## config.mk

```make
export PLATFORM = sky130hd
export DESIGN_NAME = kmq_key_match
export DESIGN_NICKNAME = d
export VERILOG_FILES = /design/src/rtl/keyed_multi_queue_fifo_top_assert.svh /design/src/rtl/kmq_pkg.sv /design/src/rtl/kmq_key_match.sv
export SDC_FILE = /design/constraint.sdc
export NUM_CORES = 1
export LEC_CHECK = 0
export BUFFER_PORTS_ARGS = -buffer_cell sky130_fd_sc_hd__buf_2
export CORE_MARGIN = 10
export CORE_UTILIZATION = 55
export CTS_BUF_LIST = sky130_fd_sc_hd__clkbuf_16
export DETAILED_ROUTE_END_ITERATION = 6
export GPL_ROUTABILITY_DRIVEN = 0
export GPL_TIMING_DRIVEN = 1
export PLACE_DENSITY = 0.72
export SYNTH_ARGS = -nofsm -noshare
export SYNTH_HDL_FRONTEND = slang
export SYNTH_SLANG_ARGS = --single-unit
```

## constraint.sdc

```tcl
create_clock -name clk_i -period 5.5 [get_ports clk_i]
set_clock_uncertainty 0.05 [all_clocks]
set_input_delay 1.1 -clock clk_i [delete_from_list [all_inputs] [get_ports clk_i]]
set_output_delay 1.1 -clock clk_i [all_outputs]
set_load 0.02 [all_outputs]
```

## src/rtl/keyed_multi_queue_fifo_top_assert.svh

```systemverilog
// ----------------------------------------------------------------------------
// Keyed multi-queue FIFO assertion macros
// Clocked, reset-qualified property wrappers used by the top level.
// ----------------------------------------------------------------------------
`ifndef KEYED_MULTI_QUEUE_FIFO_TOP_ASSERT_SVH
`define KEYED_MULTI_QUEUE_FIFO_TOP_ASSERT_SVH

// Same-cycle implication.
`define KMQ_ASSERT_NOW(lbl, ante, cons, msg) \
  lbl: assert property (@(posedge clk_i) disable iff (!rst_ni) (ante) |-> (cons)) \
    else $error(msg);

// Next-cycle implication.
`define KMQ_ASSERT_NEXT(lbl, ante, cons, msg) \
  lbl: assert property (@(posedge clk_i) disable iff (!rst_ni) (ante) |=> (cons)) \
    else $error(msg);

`endif

```

## src/rtl/kmq_pkg.sv

```systemverilog
// ----------------------------------------------------------------------------
// Keyed multi-queue FIFO package
// Widths, codes and shared types of the keyed multi-queue FIFO.
// ----------------------------------------------------------------------------
package kmq_pkg;

  localparam int NUM_QUEUES_DEF  = 16;
  localparam int QUEUE_DEPTH_DEF = 128;

  localparam int KEY_W = 32;
  localparam int AMT_W = 16;
  localparam int ST_W  = 3;

  localparam logic CMD_ENQ = 1'b0;
  localparam logic CMD_DEQ = 1'b1;

  typedef enum logic [ST_W-1:0] {
    ST_OK,
    ST_EMPTY,
    ST_FULL,
    ST_UNKNOWN,
    ST_TABLE_FULL
  } status_e;

  typedef struct packed {
    logic hit;
    logic full;
  } lookup_t;

endpackage

```

## src/rtl/kmq_key_match.sv

```systemverilog
// ----------------------------------------------------------------------------
// Keyed multi-queue FIFO key table
// Parallel key compare over valid entries and in-order entry allocation.
// ----------------------------------------------------------------------------
module kmq_key_match #(
  parameter int  NUM_QUEUES = kmq_pkg::NUM_QUEUES_DEF,
  localparam int QW         = (NUM_QUEUES > 1) ? $clog2(NUM_QUEUES) : 1
) (
  input  logic                      clk_i,
  input  logic                      rst_ni,
  input  logic [kmq_pkg::KEY_W-1:0] key_i,
  output kmq_pkg::lookup_t          lookup_o,
  output logic [QW-1:0]             idx_o,
  output logic [QW-1:0]             free_idx_o,
  input  logic                      alloc_i,
  input  logic [kmq_pkg::KEY_W-1:0] alloc_key_i
);

  localparam int CW = $clog2(NUM_QUEUES + 1);

  logic [kmq_pkg::KEY_W-1:0] key_q [NUM_QUEUES];
  logic [NUM_QUEUES-1:0]     valid_q;
  logic [CW-1:0]             free_q;
  logic [NUM_QUEUES-1:0]     hit_vec;

  assign free_idx_o = free_q[QW-1:0];

  // keys are unique, so the hit vector is one-hot and an OR gives the index
  always_comb begin
    idx_o = '0;
    for (int i = 0; i < NUM_QUEUES; i++) begin
      hit_vec[i] = valid_q[i] && (key_q[i] == key_i);
      if (hit_vec[i]) begin
        idx_o = idx_o | QW'(i);
      end
    end
    lookup_o.hit  = |hit_vec;
    lookup_o.full = (free_q == CW'(NUM_QUEUES));
  end

  always_ff @(posedge clk_i) begin
    if (alloc_i) begin
      key_q[free_idx_o] <= alloc_key_i;
    end
  end

  always_ff @(posedge clk_i or negedge rst_ni) begin
    if (!rst_ni) begin
      valid_q <= '0;
      free_q  <= '0;
    end else if (alloc_i) begin
      valid_q[free_idx_o] <= 1'b1;
      free_q              <= free_q + CW'(1);
    end
  end

endmodule

```

==> impl_metrics.py <==
metrics = {
    "worst_setup_path": {
        "critPathLaunchType": "primary input",
        "critPathTopFamily": "simple AND/OR/NAND/NOR gates",
        "cp_max_fo": 10,
        "critical-path-max-stage-delay_ps": 590,
        "worstPathRequired_ps": 4350,
        "critical_path_buf_inv_count": 4,
        "slowest_stage": "nor4_1",
        "crit_top_cell": "nor4_1",
        "arrival_ps": 3940,
        "crit_chain": "buf_2, buf_4, xor2_1, nor4_1, buf_4, nand4_1, nor4_1, nor4_1, nand4b_1, buf_2",
        "critPathKind": "in2out",
        "endpoint_kind": "output port",
    },
    "clock_network": {
        "cts_sinks": 533,
        "numCtsBuffers": 52,
        "cts_tree": "yes",
        "clock_latency_ps": 590,
        "ctsHoldBuffers": 0,
        "root_buffer": "clkbuf_16",
        "h-tree-depth": 2,
        "cts_buffer_depth": 3,
        "cts_resized": 0,
        "clkTransAtPathRegs_ps": 60,
        "post_cts_buffers": 0,
    },
    "finish": {
        "syn2layout_area_growth_pct": 11.58,
        "regArea_um2": 15900,
        "nFillCells": 2896,
        "fin_util": 0.6252,
        "finalNetCount": 1568,
        "drive_gt1_frac": 0.1494,
        "final_area_um2": 25070,
        "antenna_cells": 0,
        "multi_input_area_um2": 6126,
        "finalNonFillerCells": 2064,
    },
    "grt": {
        "grt_pass1_vias": 12390,
        "grt_pass1_wl_um": 92440,
        "antenna_found_initial": 2,
        "grt_max_degree": 35,
        "track_usage": 0.2641,
        "grt.overflow.total": 0,
    },
    "sta": {
        "slew_headroom": 0.2204,
        "whs_ps": 416.7,
        "fin_ws_ps": 413.4,
        "worst_slew_pin_slew_ps": 1167,
        "drv_slew": 0,
        "rsz0062_at_grt": "false",
        "fin_setup_tns_ps": 0,
        "finalHoldViolations": 0,
        "post-route-period-util": 0.9248,
        "fmax_mhz": 196.6,
        "setup_viol": 0,
        "period_needed_ps": 5087,
    },
    "synth": {
        "netlist.area_leader.share": 0.6844,
        "yosysTopAreaCell": "edfxtp_1",
        "synth_fp_nets": 1453,
        "synth.area.top_cells": "edfxtp_1, xor2_1, xnor2_1",
        "yosysMostFrequentCell": "edfxtp_1",
        "syn_area_um2": 22470,
        "ys_seq_area_frac": 0.7078,
        "yosys-top-cells-count": "edfxtp_1, xor2_1, xnor2_1",
        "synth.avg_cell_area_um2": 16.26,
        "yosys_most_used_dff": "edfxtp_1",
        "syn_inst": 1382,
        "async_reset_ff_frac": 0.03940,
        "yosys_warnings": 0,
        "synth_edf_count": 512,
        "yosysUniqueCellTypes": 33,
        "synth-seq-cells": 533,
    },
    "power_and_ir_drop": {
        "switching_share": 0.2609,
        "total_leakage_power_nw": 8.561,
        "power_density_nw_per_um2": 378.3,
        "total_power_mw": 9.482,
        "p_int_mw": 7.008,
        "power.switching_mw": 2.474,
        "pwr-share-clk": 0.337,
        "p_comb_frac": 0.125,
        "sequentialPowerShare": 0.538,
        "ir_worst_vdd_mv": 0.3156,
    },
    "floorplan": {
        "initial_core_util": 0.5603,
        "row_count": 73,
        "dieWidth_um": 222.1,
        "dieArea_um2": 49330,
        "ios": 77,
        "core_um2": 40100,
        "chipHeight_um": 222.1,
    },
    "routing": {
        "ant_nets": 0,
        "vias_per_cell": 6.116,
        "drc_errors": 0,
        "wl_um": 66450,
        "vias": 12620,
        "drtIter0Drc": 1729,
        "post_drt_wl_per_cell_um": 32.19,
        "drtPass1Iterations": 5,
    },
    "placed_design": {
        "dpl.cell_count": 1968,
        "port_buffers": 76,
        "pre_cts_slack_ps": 529.8,
        "dp_hpwl_um": 41440,
        "place_area_um2": 23570,
    },
    "worst_hold_path": {
        "hold_class": "reg2reg",
    },
    "status": {
        "outcome": "finished, final reports clean",
    },
    "flow_run": {
        "cap_violations": 0,
    },
}
==> path summary, 6_finish.rpt <==
check | depth (start not counted) | endpoint | start | slack [ps]
worst max-delay path | 10 | lookup_o[1] | key_i[28] | 410
worst min-delay path | 1 | valid_q[6] | valid_q[6] | 420
worst max register to register | 2 | key_q[15][5] | free_q[2] | 3150
worst min register to register | 1 | valid_q[6] | valid_q[6] | 420
max in group asynchronous | 1 | valid_q[7] | rst_ni | 4350
min in group asynchronous | 1 | free_q[2] | rst_ni | 530
==> flip-flops by register name, summed over array words and instances (netlist names) <==
name     count
valid_q     16
key_q      512
free_q       5
==> cell type report <==
| class | instances | area share |
|---|---|---|
| Timing Repair Buffer | 132 | 0.03394 |
| Clock inverter | 43 | 0.006938 |
| Multi-Input combinational cell | 769 | 0.2444 |
| Sequential cell | 533 | 0.6343 |
| Inverter | 9 | 0.001348 |
| Clock buffer | 53 | 0.05291 |
| Tap cell | 525 | 0.02620 |
==> power groups by stage <==
stage          logic, mW  registers (mW)  clock network, mW
4_1_cts             1.18            5.10               3.21
5_1_grt             1.26            5.13               3.38
3_5_place_dp        1.17            5.18                  0
3_3_place_gp        1.15            5.16                  0
2_1_floorplan      0.727            5.13                  0
6_report            1.19            5.10               3.20
==> kinds of logic (layout without fill, tap and decap cells) <==
family	after synthesis	after routing	share of synthesized area
buffers and inverters	80	237	0.02406
AND/OR/NAND/NOR	248	248	0.06455
adder cells (fa/ha/maj)	4	4	0.002228
flip-flops	533	533	0.7078
AO/OA/AOI/OAI	8	8	0.002952
XOR/XNOR	509	509	0.1984
==> cells in the final DEF (no fill, tap or decap), types with 25 or more instances in the layout <==
cell type and instances:
xor2_1 392, nand4_1 45, edfxtp_1 512, clkbuf_16 53
xnor2_1 117, inv_1 25, nor4_1 93, buf_2 76
buf_4 52
==> layer usage <==
metal | up-vias | wire [um] | global-route usage
li1 | 5250 | - | -
met4 | 0 | 1957 | 0.08091
met1 | 6501 | 25730 | 0.3502
met3 | 104 | 7403 | 0.06749
met5 | - | 0 | 0
met2 | 768 | 31350 | 0.4194
No activity file was read; power rests on OpenSTA's default activity.
